===== config.mk =====
export PLATFORM = sky130hd
export DESIGN_NAME = alarm_light_code_controller
export DESIGN_NICKNAME = d
export VERILOG_FILES = /design/src/hdl/alc_pkg.sv /design/src/hdl/alc_cfg_regs.sv /design/src/hdl/alc_tick_logic.sv /design/src/hdl/alarm_light_code_controller.sv
export SDC_FILE = /design/constraint.sdc
export NUM_CORES = 1
export LEC_CHECK = 0
export BUFFER_PORTS_ARGS = -buffer_cell sky130_fd_sc_hd__buf_4
export CAP_MARGIN = 20
export CORE_MARGIN = 2
export CORE_UTILIZATION = 54
export CTS_BUF_LIST = sky130_fd_sc_hd__clkbuf_4 sky130_fd_sc_hd__clkbuf_8 sky130_fd_sc_hd__clkbuf_16
export DETAILED_ROUTE_END_ITERATION = 7
export PLACE_DENSITY = 0.74
export SYNTH_ARGS = -nofsm -noshare
export SYNTH_HDL_FRONTEND = slang
export SYNTH_SLANG_ARGS = --single-unit

===== constraint.sdc =====
create_clock -name i_clk -period 4.04 [get_ports i_clk]
set_input_delay 0.404 -clock i_clk [delete_from_list [all_inputs] [get_ports i_clk]]
set_output_delay 0.404 -clock i_clk [all_outputs]
set_load 0.01 [all_outputs]

===== src/hdl/alc_pkg.sv =====
`default_nettype none

package alc_pkg;

    // Configuration port geometry.
    localparam int unsigned CFG_INDEX_W = 3;
    localparam int unsigned CFG_DATA_W  = 16;

    // Configuration register indexes.
    localparam logic [CFG_INDEX_W-1:0] REG_SECRET_FIRST     = 3'd0;
    localparam logic [CFG_INDEX_W-1:0] REG_SECRET_SECOND    = 3'd1;
    localparam logic [CFG_INDEX_W-1:0] REG_SECRET_THIRD     = 3'd2;
    localparam logic [CFG_INDEX_W-1:0] REG_LIGHT_HOLD_TICKS = 3'd3;
    localparam logic [CFG_INDEX_W-1:0] REG_PRESS_GAP_TICKS  = 3'd4;

    // Register reset values.
    localparam logic [3:0]  SECRET_FIRST_RST     = 4'd7;
    localparam logic [3:0]  SECRET_SECOND_RST    = 4'd5;
    localparam logic [3:0]  SECRET_THIRD_RST     = 4'd9;
    localparam logic [15:0] LIGHT_HOLD_TICKS_RST = 16'd25;
    localparam logic [7:0]  PRESS_GAP_TICKS_RST  = 8'd5;

    // Code entry limits.
    localparam logic [3:0] DIGIT_MAX  = 4'd9;
    localparam logic [1:0] LAST_POS   = 2'd2;
    localparam int unsigned NUM_DIGITS = 3;

    localparam logic [15:0] LAMP_ELAPSED_MAX  = 16'hFFFF;
    localparam logic [7:0]  PRESS_ELAPSED_MAX = 8'hFF;

    typedef struct packed {
        logic [3:0]  secret_first;
        logic [3:0]  secret_second;
        logic [3:0]  secret_third;
        logic [15:0] light_hold_ticks;
        logic [7:0]  press_gap_ticks;
    } t_cfg;

    typedef struct packed {
        logic                        code_press;
        logic                        light_press;
        logic                        presence_seen;
    } t_tick;

    typedef struct packed {
        logic                              lamp_state;
        logic [15:0]                       lamp_elapsed;
        logic                              armed_state;
        logic                              siren_state;
        logic                              pending_presence_lamp;
        logic                              pending_presence_alarm;
        logic                              code_good_flag;
        logic [NUM_DIGITS-1:0][3:0]        entered_digits;
        logic [1:0]                        entry_index;
        logic [7:0]                        press_elapsed;
        logic                              press_active;
    } t_state;

    typedef struct packed {
        logic       light_on;
        logic       alarm_armed;
        logic       siren_on;
        logic [1:0] digit_position;
        logic [3:0] digit_value;
        logic       code_accepted;
        logic       code_rejected;
    } t_result;

endpackage

`default_nettype wire


===== src/hdl/alc_cfg_regs.sv =====
`default_nettype none

module alc_cfg_regs (
    input  wire logic                              i_clk,
    input  wire logic                              i_rst_n,
    input  wire logic                              i_wr_en,
    input  wire logic [alc_pkg::CFG_INDEX_W-1:0]   i_index,
    input  wire logic [alc_pkg::CFG_DATA_W-1:0]    i_wdata,
    output alc_pkg::t_cfg                          o_cfg
);

    alc_pkg::t_cfg r_cfg;

    // Writes beyond the last register are dropped.
    always_ff @(posedge i_clk) begin
        if (!i_rst_n) begin
            r_cfg.secret_first     <= alc_pkg::SECRET_FIRST_RST;
            r_cfg.secret_second    <= alc_pkg::SECRET_SECOND_RST;
            r_cfg.secret_third     <= alc_pkg::SECRET_THIRD_RST;
            r_cfg.light_hold_ticks <= alc_pkg::LIGHT_HOLD_TICKS_RST;
            r_cfg.press_gap_ticks  <= alc_pkg::PRESS_GAP_TICKS_RST;
        end else if (i_wr_en) begin
            unique case (i_index)
                alc_pkg::REG_SECRET_FIRST:     r_cfg.secret_first     <= i_wdata[3:0];
                alc_pkg::REG_SECRET_SECOND:    r_cfg.secret_second    <= i_wdata[3:0];
                alc_pkg::REG_SECRET_THIRD:     r_cfg.secret_third     <= i_wdata[3:0];
                alc_pkg::REG_LIGHT_HOLD_TICKS: r_cfg.light_hold_ticks <= i_wdata[15:0];
                alc_pkg::REG_PRESS_GAP_TICKS:  r_cfg.press_gap_ticks  <= i_wdata[7:0];
                default: ;
            endcase
        end
    end

    assign o_cfg = r_cfg;

endmodule

`default_nettype wire


===== src/hdl/alc_tick_logic.sv =====
`default_nettype none

module alc_tick_logic (
    input  wire alc_pkg::t_cfg    i_cfg,
    input  wire alc_pkg::t_state  i_state,
    input  wire alc_pkg::t_tick   i_tick,
    output alc_pkg::t_state  o_next,
    output alc_pkg::t_result o_result
);

    always_comb begin
        alc_pkg::t_state ns;
        logic            light_req;
        logic            code_req;
        logic            match;
        logic            accepted;
        logic            rejected;
        logic [3:0]      cur_digit;
        logic [3:0]      out_digit;

        ns        = i_state;
        accepted  = 1'b0;
        rejected  = 1'b0;
        match     = 1'b0;
        cur_digit = 4'd0;
        out_digit = 4'd0;

        // Button events are always consumed in the tick they arrive.
        code_req  = i_tick.code_press;
        light_req = i_tick.light_press;
        if (i_tick.presence_seen) begin
            ns.pending_presence_lamp  = 1'b1;
            ns.pending_presence_alarm = 1'b1;
        end

        if (i_state.lamp_state && (i_state.lamp_elapsed != alc_pkg::LAMP_ELAPSED_MAX)) begin
            ns.lamp_elapsed = i_state.lamp_elapsed + 16'd1;
        end
        if (i_state.press_elapsed != alc_pkg::PRESS_ELAPSED_MAX) begin
            ns.press_elapsed = i_state.press_elapsed + 8'd1;
        end

        // Light machine.
        if (!i_state.lamp_state) begin
            if (ns.pending_presence_lamp || light_req) begin
                ns.lamp_state            = 1'b1;
                ns.pending_presence_lamp = 1'b0;
                ns.lamp_elapsed          = 16'd0;
            end
        end else if (light_req) begin
            ns.lamp_state = 1'b0;
        end else if (ns.pending_presence_lamp) begin
            ns.pending_presence_lamp = 1'b0;
            ns.lamp_elapsed          = 16'd0;
        end else if (ns.lamp_elapsed > i_cfg.light_hold_ticks) begin
            ns.lamp_state = 1'b0;
        end

        // Code machine.
        for (int i = 0; i < alc_pkg::NUM_DIGITS; i++) begin
            if (i_state.entry_index == 2'(i)) begin
                cur_digit = i_state.entered_digits[i];
            end
        end

        if (code_req) begin
            for (int i = 0; i < alc_pkg::NUM_DIGITS; i++) begin
                if (i_state.entry_index == 2'(i)) begin
                    ns.entered_digits[i] = (cur_digit < alc_pkg::DIGIT_MAX) ?
                                           cur_digit + 4'd1 : 4'd0;
                end
            end
            ns.press_elapsed  = 8'd0;
            ns.code_good_flag = 1'b0;
            ns.press_active   = 1'b1;
        end else if (i_state.press_active && (ns.press_elapsed > i_cfg.press_gap_ticks)) begin
            if (i_state.entry_index < alc_pkg::LAST_POS) begin
                ns.entry_index    = i_state.entry_index + 2'd1;
                ns.code_good_flag = 1'b0;
                ns.press_active   = 1'b0;
            end else begin
                match = (i_state.entered_digits[0] == i_cfg.secret_first)  &&
                        (i_state.entered_digits[1] == i_cfg.secret_second) &&
                        (i_state.entered_digits[2] == i_cfg.secret_third);
                ns.entry_index    = 2'd0;
                ns.entered_digits = '0;
                ns.press_active   = 1'b0;
                ns.code_good_flag = match;
                accepted          = match;
                rejected          = !match;
            end
        end

        // Alarm machine.
        if (!i_state.armed_state) begin
            if (ns.code_good_flag) begin
                ns.armed_state            = 1'b1;
                ns.pending_presence_alarm = 1'b0;
                ns.code_good_flag         = 1'b0;
            end
        end else if (ns.pending_presence_alarm) begin
            ns.siren_state            = 1'b1;
            ns.pending_presence_alarm = 1'b0;
        end else if (ns.code_good_flag) begin
            ns.armed_state            = 1'b0;
            ns.siren_state            = 1'b0;
            ns.pending_presence_alarm = 1'b0;
            ns.code_good_flag         = 1'b0;
        end

        for (int i = 0; i < alc_pkg::NUM_DIGITS; i++) begin
            if (ns.entry_index == 2'(i)) begin
                out_digit = ns.entered_digits[i];
            end
        end

        o_next                  = ns;
        o_result.light_on       = ns.lamp_state;
        o_result.alarm_armed    = ns.armed_state;
        o_result.siren_on       = ns.siren_state;
        o_result.digit_position = ns.entry_index;
        o_result.digit_value    = out_digit;
        o_result.code_accepted  = accepted;
        o_result.code_rejected  = rejected;
    end

endmodule

`default_nettype wire


===== src/hdl/alarm_light_code_controller.sv =====
// A tick transaction accepted into the input register is evaluated combinationally, and
// its result is captured in the output register on an advance of the pipe.
// Throughput: one tick transaction per cycle; the single output register and the
// input register advance together whenever the output side is not stalled.
// Reset: synchronous, active low; lamp, alarm, code entry and pending flags clear,
// and the configuration registers return to code 7-5-9, hold 25, gap 5.
`default_nettype none

module alarm_light_code_controller (
    input  wire logic                            i_clk,
    input  wire logic                            i_rst_n,
    // Input tick channel.
    input  wire logic                            i_in_valid,
    output logic                                 o_in_stall,
    input  wire logic                            i_code_press,
    input  wire logic                            i_light_press,
    input  wire logic                            i_presence_seen,
    // Result channel.
    output logic                                 o_out_valid,
    input  wire logic                            i_out_stall,
    output logic                                 o_light_on,
    output logic                                 o_alarm_armed,
    output logic                                 o_siren_on,
    output logic [1:0]                           o_digit_position,
    output logic [3:0]                           o_digit_value,
    output logic                                 o_code_accepted,
    output logic                                 o_code_rejected,
    // Configuration write port.
    input  wire logic                            i_cfg_wr_en,
    input  wire logic [alc_pkg::CFG_INDEX_W-1:0] i_cfg_index,
    input  wire logic [alc_pkg::CFG_DATA_W-1:0]  i_cfg_wdata
);

    alc_pkg::t_cfg    cfg;
    alc_pkg::t_state  r_state;
    alc_pkg::t_state  n_state;
    alc_pkg::t_tick   r_tick;
    alc_pkg::t_result n_result;
    alc_pkg::t_result r_result;
    logic             r_tick_valid;
    logic             r_out_valid;
    logic             advance;

    alc_cfg_regs u_cfg_regs (
        .i_clk   (i_clk),
        .i_rst_n (i_rst_n),
        .i_wr_en (i_cfg_wr_en),
        .i_index (i_cfg_index),
        .i_wdata (i_cfg_wdata),
        .o_cfg   (cfg)
    );

    // The whole pipe moves as one: it holds only while a finished result sits in
    // the output register and the consumer stalls. A result waiting to be taken
    // does not block intake on its own, since the output register is freed in the
    // same cycle it is consumed.
    assign advance    = !(r_out_valid && i_out_stall);
    assign o_in_stall = !advance;

    // Input register: captures the tick events of one transaction.
    always_ff @(posedge i_clk) begin
        if (!i_rst_n) begin
            r_tick_valid <= 1'b0;
        end else if (advance) begin
            r_tick_valid <= i_in_valid;
        end
    end

    always_ff @(posedge i_clk) begin
        if (advance) begin
            r_tick.code_press    <= i_code_press;
            r_tick.light_press   <= i_light_press;
            r_tick.presence_seen <= i_presence_seen;
        end
    end

    // The three state machines (light, then code, then alarm) are evaluated in
    // one pass of combinational logic against the registered tick.
    alc_tick_logic u_tick_logic (
        .i_cfg    (cfg),
        .i_state  (r_state),
        .i_tick   (r_tick),
        .o_next   (n_state),
        .o_result (n_result)
    );

    // Machine state only moves when a valid tick is evaluated.
    always_ff @(posedge i_clk) begin
        if (!i_rst_n) begin
            r_state <= '0;
        end else if (advance && r_tick_valid) begin
            r_state <= n_state;
        end
    end

    always_ff @(posedge i_clk) begin
        if (!i_rst_n) begin
            r_out_valid <= 1'b0;
        end else if (advance) begin
            r_out_valid <= r_tick_valid;
        end
    end

    always_ff @(posedge i_clk) begin
        if (advance && r_tick_valid) begin
            r_result <= n_result;
        end
    end

    assign o_out_valid      = r_out_valid;
    assign o_light_on       = r_result.light_on;
    assign o_alarm_armed    = r_result.alarm_armed;
    assign o_siren_on       = r_result.siren_on;
    assign o_digit_position = r_result.digit_position;
    assign o_digit_value    = r_result.digit_value;
    assign o_code_accepted  = r_result.code_accepted;
    assign o_code_rejected  = r_result.code_rejected;

endmodule

`default_nettype wire


==> reports/qor.txt <==
Final Skew: 0.007253 ns
vias in the first global route: 4636
share of the synthesized area in the top cell type: 29.75%
gr usage total: 25.75%
critical path buffer and inverter count: 0
Post-synth EDFFs: 14
crit path max fanout: 8
Die H: 105.7 um
CTS Hold Buffers Added: 0
post-synthesis async set-or-reset flop share: 0%
CP endpoint: o_digit_value[0]
Lkg Pwr: 2.262 nW
I/O pins: 40
synthesized flop and latch total: 97
Ant. Diodes: 0
root buffer cell: clkbuf_8
total negative setup slack: 0 ns
total grt overflow: 0
Reg area: 2082 um^2
Final setup viols: 0
Fillers: 924
CTS buffer count: 9
via count: 5048
clk sinks: 97
syn_area_per_cell: 8.262 um^2
Overall Power: 1.832 mW
Seq/Total Area, Yosys: 37.28%
actual slew at the worst max-slew pin: 0.7821 ns
largest net degree at the start of global routing: 46
CTS tree: done
Iteration-0 DRC Markers: 302
CP Capture Type: flop
Peak VDD IR: 0.0001603 V
Worst R2R End: o_digit_value[0]
Core Box Area: 10180 um^2
Max Cap Viol: 0
layout net count: 749
Worst path top cell family by delay: simple AND/OR/NAND/NOR gates
count of port buffers added during placement: 39
post-synth cell types: 70
Worst Reg-to-Reg Cells: 12
first-pass GRT wire length: 22830 um
Final Hold Vio Count: 0
Die Wd: 105.7 um
most common cell after layout, fill and taps aside: nand2_1
Worst slew margin: 47.55%
Peak Freq: 0.2697 GHz
worst hold path type: primary input to flop
Worst setup SP type: flop
RSZ-0062 raised after global routing: no
syn_nets: 731
Routed Wire Length: 14020 um
antenna violations before repair: 0
run status: finished clean
predominant post-synthesis flop cell: dfxtp_1
area of the multi-input gates: 3214 um^2
Crit path largest cell delay: 0.47 ns
Tcrit/Tclk final: 91.77%
fin. max-slew vios: 0
most frequent cells in the layout: 102 x nand2_1, 83 x dfxtp_1, 62 x a21oi_1
Critical Path Start: r_state[1]
largest cells by area after synthesis: dfxtp_1 30%, edfxtp_1 7.5%, nand2_1 6.9%
Post-CTS Setup Inserts: 0
Post-Syn Instances: 676
WP data required: 4.18 ns
Reg-to-Reg Start: r_state[1]
Synth Cell Area: 5585 um^2
critical path, cell by cell: ha_1, nand2_1, nor3_1, nor2_1, xor2_1, ha_1, and4_1, nand2_1, and4_1, or2_1, mux2i_1, a2111o_1
row count: 37
worst-case clock buffer depth: 2
Post-CTS Resized: 0
Skew-Pair Late Insertion Delay: 0.39 ns
vias per cell: 6.046
Arr. time, crit path: 3.85 ns
Placer Congestion: 0.9057
critical path class: flop to flop
CTS clk-pin slew, worst paths: 0.09 ns
critical path depth: 12
Initial Util: 54.84%
Avg WL per Cell: 16.78 um
min cycle time layout: 3.708 ns
area grow syn2layout: 9.610%
R2R setup slack: 0.33 ns
Synth Warn #: 0
die area: 11170 um^2
pwr dens: 299.2 nW/um^2
DR DRC count: 0
htree depth: 3
Slowest-stage cell, CP: nor3_1
DRT antenna net count: 0
hpwl dp: 10020 um
largest area contributor in the netlist: dfxtp_1
layout cells sized above 1: 11.44%
first-pass detailed-route iteration total: 5
[power by group]
group | switching [mW] | leakage, nW | internal [mW]
Sequential | 0.0185 | 0.808 | 0.999
Combinational | 0.104 | 1.35 | 0.0682
Clock | 0.361 | 0.104 | 0.281
Total | 0.484 | 2.26 | 1.35
[worst min path at each step]
stage | startpoint | end | slack (ns) | cells past startpoint
global placement | u_cfg_regs.o_cfg[19] | u_cfg_regs.o_cfg[19] | 0.45 | 2
CTS | i_presence_seen | r_tick[0] | 0.19 | 1
finish | i_presence_seen | r_tick[0] | 0.19 | 1
floorplan | u_cfg_regs.o_cfg[10] | u_cfg_regs.o_cfg[10] | 0.44 | 2
detailed placement | u_cfg_regs.o_cfg[21] | u_cfg_regs.o_cfg[21] | 0.45 | 2
global route | i_presence_seen | r_tick[0] | 0.18 | 1
[registers in the layout, summed over array words and instances, names as in the netlist, 2 cells and up]
signal	count
r_state	45
u_cfg_regs.o_cfg	36
o_digit_value	4
r_tick	3
o_digit_position	2
[layout make-up]
cell class	instances	share of cell area, %
multi-input combinational	509	52.50
sequential	97	34.01
timing repair buffer	45	5.518
tap	136	2.779
clock buffer	12	2.698
inverter	32	1.962
clock inverter	4	0.5314
[routing by layer]
| metal | share of wire (%) | vias to the layer above | track usage (%) |
|---|---|---|---|
| li1 | - | 2455 | - |
| met1 | 47 | 2398 | 35.18 |
| met2 | 45 | 179 | 40.14 |
| met3 | 6.5 | 16 | 6.370 |
| met4 | 1.6 | 0 | 8.177 |
| met5 | 0 | - | 0 |
[metrics by stage]
stage | cells | instance area (um^2) | worst slack, ns | hold WS (ns) | utilization (%)
after floorplan | 676 | 5585 | 0.7097 | 0.4363 | -
after global placement | 819 | 5924 | 0.6400 | 0.4463 | 58.17
after detailed placement | 819 | 5924 | 0.4289 | 0.4488 | 58.17
after CTS | 835 | 6122 | 0.3928 | 0.1883 | 60.11
after global routing | 835 | 6122 | 0.03505 | 0.1826 | 60.11
final | 835 | 6122 | 0.3324 | 0.1936 | 60.11
[Yosys cell counts, types with 8 or more instances]
cell,number
nand2_1,102
dfxtp_1,83
a21oi_1,62
nor2_1,43
o21ai_0,33
inv_1,32
nand3_1,30
ha_1,28
mux2i_1,20
clkbuf_1,19
nor3_1,16
xor2_1,16
edfxtp_1,14
xnor2_1,14
buf_2,8
nor2b_1,8
o211ai_1,8
o21a_1,8
[cell families after synthesis]
family | synth area share (%)
xor gates and xnor gates | 4.704
adders and majority gates | 6.272
buffers and inverters | 5.175
and+or+nand+nor | 23.10
muxes | 4.189
AOI/OAI and AO/OA | 19.29
DFF | 37.28
(Power assumes the default switching activity.)
